`config.mk`:
```
export PLATFORM = sky130hd
export DESIGN_NAME = stereo_linear_resampler
export DESIGN_NICKNAME = d
export VERILOG_FILES = /design/src/hw/rtl/slr_pkg.sv /design/src/hw/rtl/stereo_linear_resampler.sv /design/src/hw/rtl/slr_datapath.sv /design/src/hw/rtl/slr_ctrl.sv
export VERILOG_INCLUDE_DIRS = /design/src /design/src/hw/rtl
export SDC_FILE = /design/constraint.sdc
export NUM_CORES = 2
export LEC_CHECK = 0
export ABC_AREA = 1
export ABC_CLOCK_PERIOD_IN_PS = 14950
export BUFFER_PORTS_ARGS = -buffer_cell sky130_fd_sc_hd__buf_4
export CAP_MARGIN = 20
export CORE_AREA = 2 2 192 336
export DETAILED_ROUTE_END_ITERATION = 8
export DIE_AREA = 0 0 194 338
export GPL_TIMING_DRIVEN = 0
export PLACE_DENSITY = 0.85
export SYNTH_ARGS = -nofsm -noshare
export SYNTH_HDL_FRONTEND = slang
export SYNTH_SLANG_ARGS = --single-unit
```
`constraint.sdc`:
```
create_clock -name clk -period 14.95 [get_ports clk]
set_input_delay 0.7475 -clock clk [delete_from_list [all_inputs] [get_ports clk]]
set_output_delay 0.7475 -clock clk [all_outputs]
set_load 0.03 [all_outputs]
```
`src/hw/rtl/stereo_linear_resampler_defines.svh`:
```
// ----------------------------------------------------------------------------
// stereo_linear_resampler_defines
// assertion macros used by the resampler controller rtl
// ----------------------------------------------------------------------------
`ifndef STEREO_LINEAR_RESAMPLER_DEFINES_SVH
`define STEREO_LINEAR_RESAMPLER_DEFINES_SVH
`ifndef SYNTHESIS
// antecedent implies consequent in the same cycle
`define SLR_ASSERT_IMP(lbl, ante, cons) \
  lbl: assert property (@(posedge clk) disable iff (!rst_n) (ante) |-> (cons)) \
    else $error("resampler assertion failed");
// antecedent implies consequent in the next cycle
`define SLR_ASSERT_NXT(lbl, ante, cons) \
  lbl: assert property (@(posedge clk) disable iff (!rst_n) (ante) |=> (cons)) \
    else $error("resampler assertion failed");
`else
`define SLR_ASSERT_IMP(lbl, ante, cons)
`define SLR_ASSERT_NXT(lbl, ante, cons)
`endif
`endif

```
`src/hw/rtl/slr_pkg.sv`:
```
// ----------------------------------------------------------------------------
// slr_pkg
// shared types, constants and helpers of the stereo linear resampler
// ----------------------------------------------------------------------------
`default_nettype none

package slr_pkg;

  localparam int FRAC_BITS   = 16;
  localparam int SAMPLE_W    = 16;
  localparam int STEP_W      = 24;
  localparam int DEPTH_W     = 2;
  localparam int CFG_IDX_W   = 1;
  localparam int MAX_RESULTS = 64;
  localparam int CNT_W       = $clog2(MAX_RESULTS + 1);
  // position holds up to one + step - 1
  localparam int POS_W  = ((STEP_W > FRAC_BITS) ? STEP_W : FRAC_BITS) + 1;
  localparam int NPOS_W = POS_W + 1;
  localparam int PROD_W = SAMPLE_W + FRAC_BITS + 2;
  localparam int SUM_W  = PROD_W + 1;

  localparam logic [NPOS_W-1:0] ONE_POS = NPOS_W'(1) << FRAC_BITS;
  localparam logic [NPOS_W-1:0] TWO_POS = NPOS_W'(1) << (FRAC_BITS + 1);
  localparam logic [STEP_W-1:0] STEP_RESET = 24'h010000;
  localparam logic [CNT_W-1:0]  MAX_CNT = CNT_W'(MAX_RESULTS);

  localparam logic [7:0] NIB_LO = 8'h0F;
  localparam logic [7:0] NIB_HI = 8'hF0;

  typedef enum logic [1:0] {
    ST_IDLE  = 2'd0,
    ST_START = 2'd1,
    ST_SPAN  = 2'd2
  } slr_state_t;

  typedef enum logic [CFG_IDX_W-1:0] {
    CFG_PHASE_STEP = 1'b0,
    CFG_DEPTH_MODE = 1'b1
  } slr_cfg_idx_t;

  typedef enum logic [DEPTH_W-1:0] {
    DEPTH_NIBBLE = 2'd0,
    DEPTH_BYTE   = 2'd1,
    DEPTH_WORD   = 2'd2
  } slr_depth_t;

  // controller to datapath
  typedef struct packed {
    logic load;        // capture widened input frame
    logic cur_only;    // interpolate current against itself (tail span)
    logic issue;       // emit one output at the current position
    logic last_out;    // the issued output closes the request
    logic skip;        // advance position without output
    logic wrap;        // position minus one at end of the first span
    logic store_prev;  // current frame becomes previous
    logic clear;       // back to reset state
  } slr_cmd_t;

  // datapath to controller
  typedef struct packed {
    logic adv;         // output pipe can move
    logic pos_lt_one;  // position still inside the span
    logic nxt_ge_one;  // position after one step leaves the span
    logic nxt_ge_two;  // ... and also leaves the following span
  } slr_status_t;

  function automatic logic [SAMPLE_W-1:0] widen(input logic [SAMPLE_W-1:0] raw,
                                                input logic [DEPTH_W-1:0] mode);
    logic [7:0] b;
    b = raw[7:0];
    if (mode == DEPTH_NIBBLE) begin
      b = (b & NIB_LO) | ((b << 4) & NIB_HI);
      return {b, b};
    end else if (mode == DEPTH_BYTE) begin
      return {b, b};
    end else begin
      return raw;
    end
  endfunction

endpackage

`default_nettype wire

```
`src/hw/rtl/stereo_linear_resampler.sv`:
```
// ----------------------------------------------------------------------------
// stereo_linear_resampler
// stereo linear interpolation sample rate converter, controller plus datapath
// first output: an accepted request passes ST_START, then ST_SPAN issues it
//   into the product stage, which feeds the output register
// throughput: one output per cycle while spanning, unless out_stall holds a
//   full output register; in_stall stays high until a request is done; once
//   the 64 output cap of a request is reached, each remaining span walks
//   up to ceil(one / step) position steps without output
// reset: synchronous active low rst_n; config back to step 1.0 and 16 bit
// ----------------------------------------------------------------------------
`default_nettype none

module stereo_linear_resampler (
  input  wire logic                                clk,
  input  wire logic                                rst_n,
  // configuration writes
  input  wire logic                                cfg_valid,
  output      logic                                cfg_ready,
  input  wire logic [slr_pkg::CFG_IDX_W-1:0]       cfg_index,
  input  wire logic [slr_pkg::STEP_W-1:0]          cfg_data,
  // source frames
  input  wire logic                                in_valid,
  output      logic                                in_stall,
  input  wire logic [slr_pkg::SAMPLE_W-1:0]        in_left_raw,
  input  wire logic [slr_pkg::SAMPLE_W-1:0]        in_right_raw,
  input  wire logic                                in_last_frame,
  // output frames
  output      logic                                out_valid,
  input  wire logic                                out_stall,
  output      logic signed [slr_pkg::SAMPLE_W-1:0] out_left_out,
  output      logic signed [slr_pkg::SAMPLE_W-1:0] out_right_out,
  output      logic                                out_run_end
);

  slr_pkg::slr_cmd_t    cmd;
  slr_pkg::slr_status_t status;

  // the user must write config only while idle; the block does not enforce this, so writes are always taken
  assign cfg_ready = 1'b1;

  // controller: accepts one request at a time, walks the interpolation
  // positions of the span from the previous frame and, on the last frame,
  // the tail span that repeats the current frame
  slr_ctrl u_ctrl (
    .clk           (clk),
    .rst_n         (rst_n),
    .in_valid      (in_valid),
    .in_last_frame (in_last_frame),
    .in_stall      (in_stall),
    .status        (status),
    .cmd           (cmd)
  );

  // datapath: widening, position accumulator, two-stage blend pipe whose
  // output register decouples the result side from the controller
  slr_datapath u_dp (
    .clk           (clk),
    .rst_n         (rst_n),
    .cfg_valid     (cfg_valid && cfg_ready),
    .cfg_index     (cfg_index),
    .cfg_data      (cfg_data),
    .in_left_raw   (in_left_raw),
    .in_right_raw  (in_right_raw),
    .cmd           (cmd),
    .status        (status),
    .out_valid     (out_valid),
    .out_stall     (out_stall),
    .out_left_out  (out_left_out),
    .out_right_out (out_right_out),
    .out_run_end   (out_run_end)
  );

endmodule

`default_nettype wire

```
`src/hw/rtl/slr_datapath.sv`:
```
// ----------------------------------------------------------------------------
// slr_datapath
// config registers, frame and position registers, interpolation pipe
// ----------------------------------------------------------------------------
`default_nettype none

module slr_datapath (
  input  wire logic                              clk,
  input  wire logic                              rst_n,
  input  wire logic                              cfg_valid,
  input  wire logic [slr_pkg::CFG_IDX_W-1:0]     cfg_index,
  input  wire logic [slr_pkg::STEP_W-1:0]        cfg_data,
  input  wire logic [slr_pkg::SAMPLE_W-1:0]      in_left_raw,
  input  wire logic [slr_pkg::SAMPLE_W-1:0]      in_right_raw,
  input  wire slr_pkg::slr_cmd_t                 cmd,
  output      slr_pkg::slr_status_t              status,
  output      logic                              out_valid,
  input  wire logic                              out_stall,
  output      logic signed [slr_pkg::SAMPLE_W-1:0] out_left_out,
  output      logic signed [slr_pkg::SAMPLE_W-1:0] out_right_out,
  output      logic                              out_run_end
);

  localparam int SW = slr_pkg::SAMPLE_W;
  localparam int FB = slr_pkg::FRAC_BITS;
  localparam int PW = slr_pkg::POS_W;
  localparam int NW = slr_pkg::NPOS_W;
  localparam int MW = slr_pkg::PROD_W;
  localparam int AW = slr_pkg::SUM_W;
  localparam logic [AW-1:0] RND_BIAS = {{(AW-FB){1'b0}}, {FB{1'b1}}};

  // divide by one toward zero, keep low sample bits
  function automatic logic [SW-1:0] finish(input logic signed [SW-1:0] base,
                                           input logic signed [MW-1:0] prod);
    logic signed [AW-1:0] s;
    logic signed [AW-1:0] q;
    s = (AW'(base) <<< FB) + AW'(prod);
    if (s[AW-1]) begin
      s = s + $signed(RND_BIAS);
    end
    q = s >>> FB;
    return q[SW-1:0];
  endfunction

  logic [slr_pkg::STEP_W-1:0]  step_r;
  logic [slr_pkg::DEPTH_W-1:0] depth_r;
  logic [SW-1:0]               cur_l_r, cur_r_r, prev_l_r, prev_r_r;
  logic [PW-1:0]               pos_r;
  logic                        p_v_r, p_end_r;
  logic signed [SW-1:0]        p_base_l_r, p_base_r_r;
  logic signed [MW-1:0]        p_prod_l_r, p_prod_r_r;
  logic                        out_v_r, out_end_r;
  logic [SW-1:0]               out_l_r, out_r_r;

  logic [slr_pkg::STEP_W-1:0]  step_eff;
  logic [NW-1:0]               pos_sum;
  logic [SW-1:0]               a_l, a_r;
  logic signed [SW:0]          diff_l, diff_r;
  logic signed [FB:0]          frac_s;
  logic signed [MW-1:0]        prod_l_nxt, prod_r_nxt;
  logic                        adv;

  // zero step behaves as a step of one lsb
  assign step_eff = (step_r == '0) ? slr_pkg::STEP_W'(1) : step_r;
  assign pos_sum  = {1'b0, pos_r} + NW'(step_eff);
  assign adv      = !out_v_r || !out_stall;

  assign status.adv        = adv;
  assign status.pos_lt_one = {1'b0, pos_r} < slr_pkg::ONE_POS;
  assign status.nxt_ge_one = pos_sum >= slr_pkg::ONE_POS;
  assign status.nxt_ge_two = pos_sum >= slr_pkg::TWO_POS;

  assign a_l    = cmd.cur_only ? cur_l_r : prev_l_r;
  assign a_r    = cmd.cur_only ? cur_r_r : prev_r_r;
  assign diff_l = $signed({cur_l_r[SW-1], cur_l_r}) - $signed({a_l[SW-1], a_l});
  assign diff_r = $signed({cur_r_r[SW-1], cur_r_r}) - $signed({a_r[SW-1], a_r});
  assign frac_s = $signed({1'b0, pos_r[FB-1:0]});
  assign prod_l_nxt = diff_l * frac_s;
  assign prod_r_nxt = diff_r * frac_s;

  always_ff @(posedge clk) begin
    if (!rst_n) begin
      step_r  <= slr_pkg::STEP_RESET;
      depth_r <= slr_pkg::DEPTH_W'(slr_pkg::DEPTH_WORD);
    end else if (cfg_valid) begin
      if (cfg_index == slr_pkg::CFG_PHASE_STEP) begin
        step_r <= cfg_data;
      end else begin
        depth_r <= cfg_data[slr_pkg::DEPTH_W-1:0];
      end
    end
  end

  always_ff @(posedge clk) begin
    if (!rst_n) begin
      pos_r    <= '0;
      prev_l_r <= '0;
      prev_r_r <= '0;
    end else begin
      priority if (cmd.clear) begin
        pos_r <= '0;
      end else if (cmd.wrap) begin
        pos_r <= pos_r - slr_pkg::ONE_POS[PW-1:0];
      end else if (cmd.issue || cmd.skip) begin
        pos_r <= pos_sum[PW-1:0];
      end else begin
        pos_r <= pos_r;
      end
      if (cmd.clear) begin
        prev_l_r <= '0;
        prev_r_r <= '0;
      end else if (cmd.store_prev) begin
        prev_l_r <= cur_l_r;
        prev_r_r <= cur_r_r;
      end
    end
  end

  always_ff @(posedge clk) begin
    if (cmd.load) begin
      cur_l_r <= slr_pkg::widen(in_left_raw, depth_r);
      cur_r_r <= slr_pkg::widen(in_right_raw, depth_r);
    end
  end

  // stage one: products; stage two: output register
  always_ff @(posedge clk) begin
    if (!rst_n) begin
      p_v_r   <= 1'b0;
      out_v_r <= 1'b0;
    end else if (adv) begin
      p_v_r   <= cmd.issue;
      out_v_r <= p_v_r;
    end
  end

  always_ff @(posedge clk) begin
    if (adv && cmd.issue) begin
      p_base_l_r <= $signed(a_l);
      p_base_r_r <= $signed(a_r);
      p_prod_l_r <= prod_l_nxt;
      p_prod_r_r <= prod_r_nxt;
      p_end_r    <= cmd.last_out;
    end
    if (adv && p_v_r) begin
      out_l_r   <= finish(p_base_l_r, p_prod_l_r);
      out_r_r   <= finish(p_base_r_r, p_prod_r_r);
      out_end_r <= p_end_r;
    end
  end

  assign out_valid     = out_v_r;
  assign out_left_out  = $signed(out_l_r);
  assign out_right_out = $signed(out_r_r);
  assign out_run_end   = out_end_r;

endmodule

`default_nettype wire

```
`src/hw/rtl/slr_ctrl.sv`:
```
// ----------------------------------------------------------------------------
// slr_ctrl
// sequencer for spans, output count and frame history
// ----------------------------------------------------------------------------
`default_nettype none
`include "stereo_linear_resampler_defines.svh"

module slr_ctrl (
  input  wire logic                 clk,
  input  wire logic                 rst_n,
  input  wire logic                 in_valid,
  input  wire logic                 in_last_frame,
  output      logic                 in_stall,
  input  wire slr_pkg::slr_status_t status,
  output      slr_pkg::slr_cmd_t    cmd
);

  slr_pkg::slr_state_t         state_r, state_nxt;
  logic [slr_pkg::CNT_W-1:0]   cnt_r, cnt_nxt;
  logic                        last_r, last_nxt;
  logic                        phase2_r, phase2_nxt;
  logic                        have_prev_r, have_prev_nxt;

  always_ff @(posedge clk) begin
    if (!rst_n) begin
      state_r     <= slr_pkg::ST_IDLE;
      cnt_r       <= '0;
      last_r      <= 1'b0;
      phase2_r    <= 1'b0;
      have_prev_r <= 1'b0;
    end else begin
      state_r     <= state_nxt;
      cnt_r       <= cnt_nxt;
      last_r      <= last_nxt;
      phase2_r    <= phase2_nxt;
      have_prev_r <= have_prev_nxt;
    end
  end

  always_comb begin
    state_nxt     = state_r;
    cnt_nxt       = cnt_r;
    last_nxt      = last_r;
    phase2_nxt    = phase2_r;
    have_prev_nxt = have_prev_r;
    cmd           = '0;
    cmd.cur_only  = phase2_r;
    unique case (state_r)
      slr_pkg::ST_IDLE: begin
        if (in_valid) begin
          cmd.load  = 1'b1;
          cnt_nxt   = '0;
          last_nxt  = in_last_frame;
          state_nxt = slr_pkg::ST_START;
        end
      end
      slr_pkg::ST_START: begin
        priority if (have_prev_r) begin
          phase2_nxt = 1'b0;
          state_nxt  = slr_pkg::ST_SPAN;
        end else if (last_r) begin
          phase2_nxt = 1'b1;
          state_nxt  = slr_pkg::ST_SPAN;
        end else begin
          // first frame of a stream is only stored
          cmd.store_prev = 1'b1;
          have_prev_nxt  = 1'b1;
          state_nxt      = slr_pkg::ST_IDLE;
        end
      end
      slr_pkg::ST_SPAN: begin
        if (status.pos_lt_one) begin
          if (cnt_r < slr_pkg::MAX_CNT) begin
            if (status.adv) begin
              cmd.issue    = 1'b1;
              cnt_nxt      = cnt_r + slr_pkg::CNT_W'(1);
              cmd.last_out = (cnt_r == slr_pkg::MAX_CNT - slr_pkg::CNT_W'(1)) ||
                             (status.nxt_ge_one &&
                              (phase2_r || !last_r || status.nxt_ge_two));
            end
          end else begin
            // output cap reached, walk position past the span
            cmd.skip = 1'b1;
          end
        end else if (!phase2_r) begin
          cmd.wrap = 1'b1;
          if (last_r) begin
            phase2_nxt = 1'b1;
          end else begin
            cmd.store_prev = 1'b1;
            have_prev_nxt  = 1'b1;
            state_nxt      = slr_pkg::ST_IDLE;
          end
        end else begin
          cmd.clear     = 1'b1;
          have_prev_nxt = 1'b0;
          state_nxt     = slr_pkg::ST_IDLE;
        end
      end
      default: begin
        state_nxt = slr_pkg::ST_IDLE;
      end
    endcase
  end

  assign in_stall = (state_r != slr_pkg::ST_IDLE);

  `SLR_ASSERT_IMP(a_issue_cap, cmd.issue, cnt_r < slr_pkg::MAX_CNT)
  `SLR_ASSERT_NXT(a_accept_start, in_valid && !in_stall, state_r == slr_pkg::ST_START)
  `SLR_ASSERT_IMP(a_issue_span, cmd.issue, status.pos_lt_one && status.adv)

endmodule

`default_nettype wire
```
==> run_results.csv <==
group,metric,value,unit
status,status,"finished, final reports clean",
timing,worst_pin_slew,1.18,ns
timing,max_slew_margin,21.0,%
worst_hold_path,holdCritStartpoint,"in_right_raw[1]",
timing,holdWs,0.329,ns
final_layout,final_cell_mix,"1022 x inv_1, 890 x nand2_1, 571 x nor2_1",
synthesis,synth_ff_type,"edfxtp_1",
floorplan,die_y,338,um
placement,routabilityCongestion,1.02,
synthesis,syn-mean-instance-area,7.92,um2
placement,dp_cells,5634,
clock_tree,cts_sinks,263,
critical_path,endpoint_kind,"flip-flop",
global_routing,grt_pass1_wl,183000,um
synthesis,synth_edf_count,166,
timing,max_freq,94.5,MHz
critical_path,cp.arrival,10.92,ns
final_layout,fill_cells,5526,
clock_tree,cts_buffers,26,
drt,drt_first_pass_iters,6,
timing,fin_setup_tns,0,ns
synthesis,synthArstFlopShare,0,%
synthesis,yosys-top-cells-area,"fa_1 30%, edfxtp_1 13%, inv_1 10%, ha_1 9.2%, nand2_1 8.9%",
floorplan,rows,122,
placement,port_buffers,97,
global_routing,grt_usage,36.8,%
synthesis,netlist_area,0.0374,mm2
clock_tree,postCtsHoldBufs,0,
clock_tree,clkTransAtPathRegs,0.07,ns
critical_path,cp_max_fo,10,
timing,fin_skew,0.0157,ns
worst_hold_path,hp-class,"input pin to flip-flop",
clock_tree,clk_path_buf_depth,3,
placement,place_area,0.0393,mm2
floorplan,fp.coreArea,0.0629,mm2
final_layout,final_cells,5684,
clock_tree,post_cts_buffers,0,
synthesis,ys_ff_latch,263,
drt,vias,32200,
synthesis,syn_inst,4724,
final_layout,multi_input_area,0.0260,mm2
critical_path,r2r-start,"u_ctrl.phase2_r$_SDFFE_PN0P_",
synthesis,yosys_warnings,0,
critical_path,path_class,"flip-flop to flip-flop",
critical_path,cp_common_cell,"fa_1",
floorplan,initial_utilization,59.5,%
clock_tree,post_cts_resized,0,
global_routing,antenna_found_initial,0,
drt,drc,0,
final_layout,drive_above_1_share,5.60,%
timing,hold_viol,0,
drt,ant_nets,0,
timing,min_period_over_period,70.8,%
run,cap_violations,0,
drt,routed_wl,119000,um
critical_path,crit_path_top_delay_cell,"clkbuf_1",
timing,setup_viol,0,
clock_tree,clk-insertion-delay-late,0.62,ns
final_layout,seq_area,0.00693,mm2
critical_path,startpoint_type,"flip-flop",
timing,rsz0062_at_grt,"no",
global_routing,globalRouteOverflowTotal,0,
critical_path,max_stage_delay,0.72,ns
final_layout,syn2layout_area_growth,7.39,%
clock_tree,root_buffer,"clkbuf_16",
global_routing,grt_max_degree,69,
synthesis,yosysSeqAreaShare,18.5,%
synthesis,synth_area_leader_cell,"fa_1",
drt,viasPerCell,5.66,
synthesis,yosys.area.top_type_share,29.5,%
synthesis,yosysUniqueCellTypes,58,
floorplan,dieWidth,194,um
timing,period_needed,10.58,ns
placement,hpwl,98500,um
critical_path,crit_start,"u_ctrl.phase2_r$_SDFFE_PN0P_",
critical_path,crit_required,15.29,ns
floorplan,dieArea,0.0656,mm2
floorplan,ios,99,
global_routing,grt_pass1_vias,33400,
final_layout,stdcell_area,0.0402,mm2
clock_tree,cts_tree,"done",
final_layout,final_common_cell,"inv_1",
synthesis,syn-num-nets,5614,
drt,drt_iter0_markers,2072,
timing,slew_viol_final,0,
clock_tree,htree_levels,1,
final_layout,nets,5747,
drt,post_drt_wl_per_cell,20.9,um
-- stage by stage --
step,utilization (%),worst slack [ns]
3_5_place_dp,62.4,4.56
4_1_cts,63.9,4.55
5_1_grt,63.9,3.91
3_3_place_gp,62.3,4.62
2_1_floorplan,-,7.10
6_report,63.9,4.37
-- logic make-up after synthesis --
logic type	synth area share, %
adder cells (fa/ha/maj)	38.7
AND/OR/NAND/NOR	21.3
flip-flops	18.5
AO/OA/AOI/OAI	6.15
XOR/XNOR	3.33
other	0.0100
buffers and inverters	12.0
-- layout make-up --
cell class,count,area share (%)
buffer,133,1.36
inverter,1048,9.80
tap,806,2.51
antenna,1,0.00623
multi-input combinational,3280,64.7
sequential,263,17.2
timing repair buffer,105,2.09
clock buffer,34,1.88
clock inverter,14,0.371
-- path summary, 6_finish.rpt --
kind,endpoint,depth (start not counted),slack (ns)
worst max-delay path,u_dp.p_prod_l_r[30]$_DFFE_PP_,34,4.37
worst max register to register,u_dp.p_prod_l_r[30]$_DFFE_PP_,34,4.37
worst min-delay path,u_dp.cur_r_r[1]$_DFFE_PP_,1,0.33
worst min register to register,u_dp.out_run_end$_DFFE_PP_,0,0.43
-- per-layer routing --
layer  GRT usage [%]  part of all wire (%)  wire [um]
met3            6.50                   6.9       8200
met4            30.9                    11      12500
met5               0                     0          0
met1            37.6                    33      39200
met2            65.5                    50      58900
-- state kept, by name, summed over array words and instances (netlist names), 16 cells and up --
register            flops
u_dp.cur_l_r           16
u_dp.p_base_r_r        16
u_dp.prev_r_r          16
u_dp.p_prod_l_r        34
u_dp.pos_r             25
u_dp.cur_r_r           16
u_dp.step_r            24
u_dp.prev_l_r          16
u_dp.p_prod_r_r        34
u_dp.out_right_out     16
u_dp.p_base_l_r        16
u_dp.out_left_out      16
-- cell usage after synthesis, drive strengths merged (2+ instances only) --
library cell,instances
a211oi,4
a21boi,6
a21o,15
a21oi,161
a221oi,3
a22oi,4
a31oi,14
and2,2
buf,24
clkbuf,109
clkinv,19
dfxtp,97
edfxtp,166
fa,552
ha,275
inv,1029
nand2,908
nand2b,2
nand3,257
nand3b,14
nand4,44
nor2,583
nor3,22
nor4,11
o2111ai,2
o211ai,5
o21a,2
o21ai,170
o21bai,23
or2,54
xnor2,58
xor2,82
-- worst max-delay path, delay by kind of cell (launching register included) --
family,cells,cell delay (ns)
buf+inv,8,1.91
flops,1,0.30
fa+ha+maj,8,3.88
compound gates,5,1.89
xor+xnor,3,0.73
simple gates,10,1.56
Power is left out: the tool's default activity adds up to more than one toggle a clock period on the data nets, which glitch-free logic cannot reach.
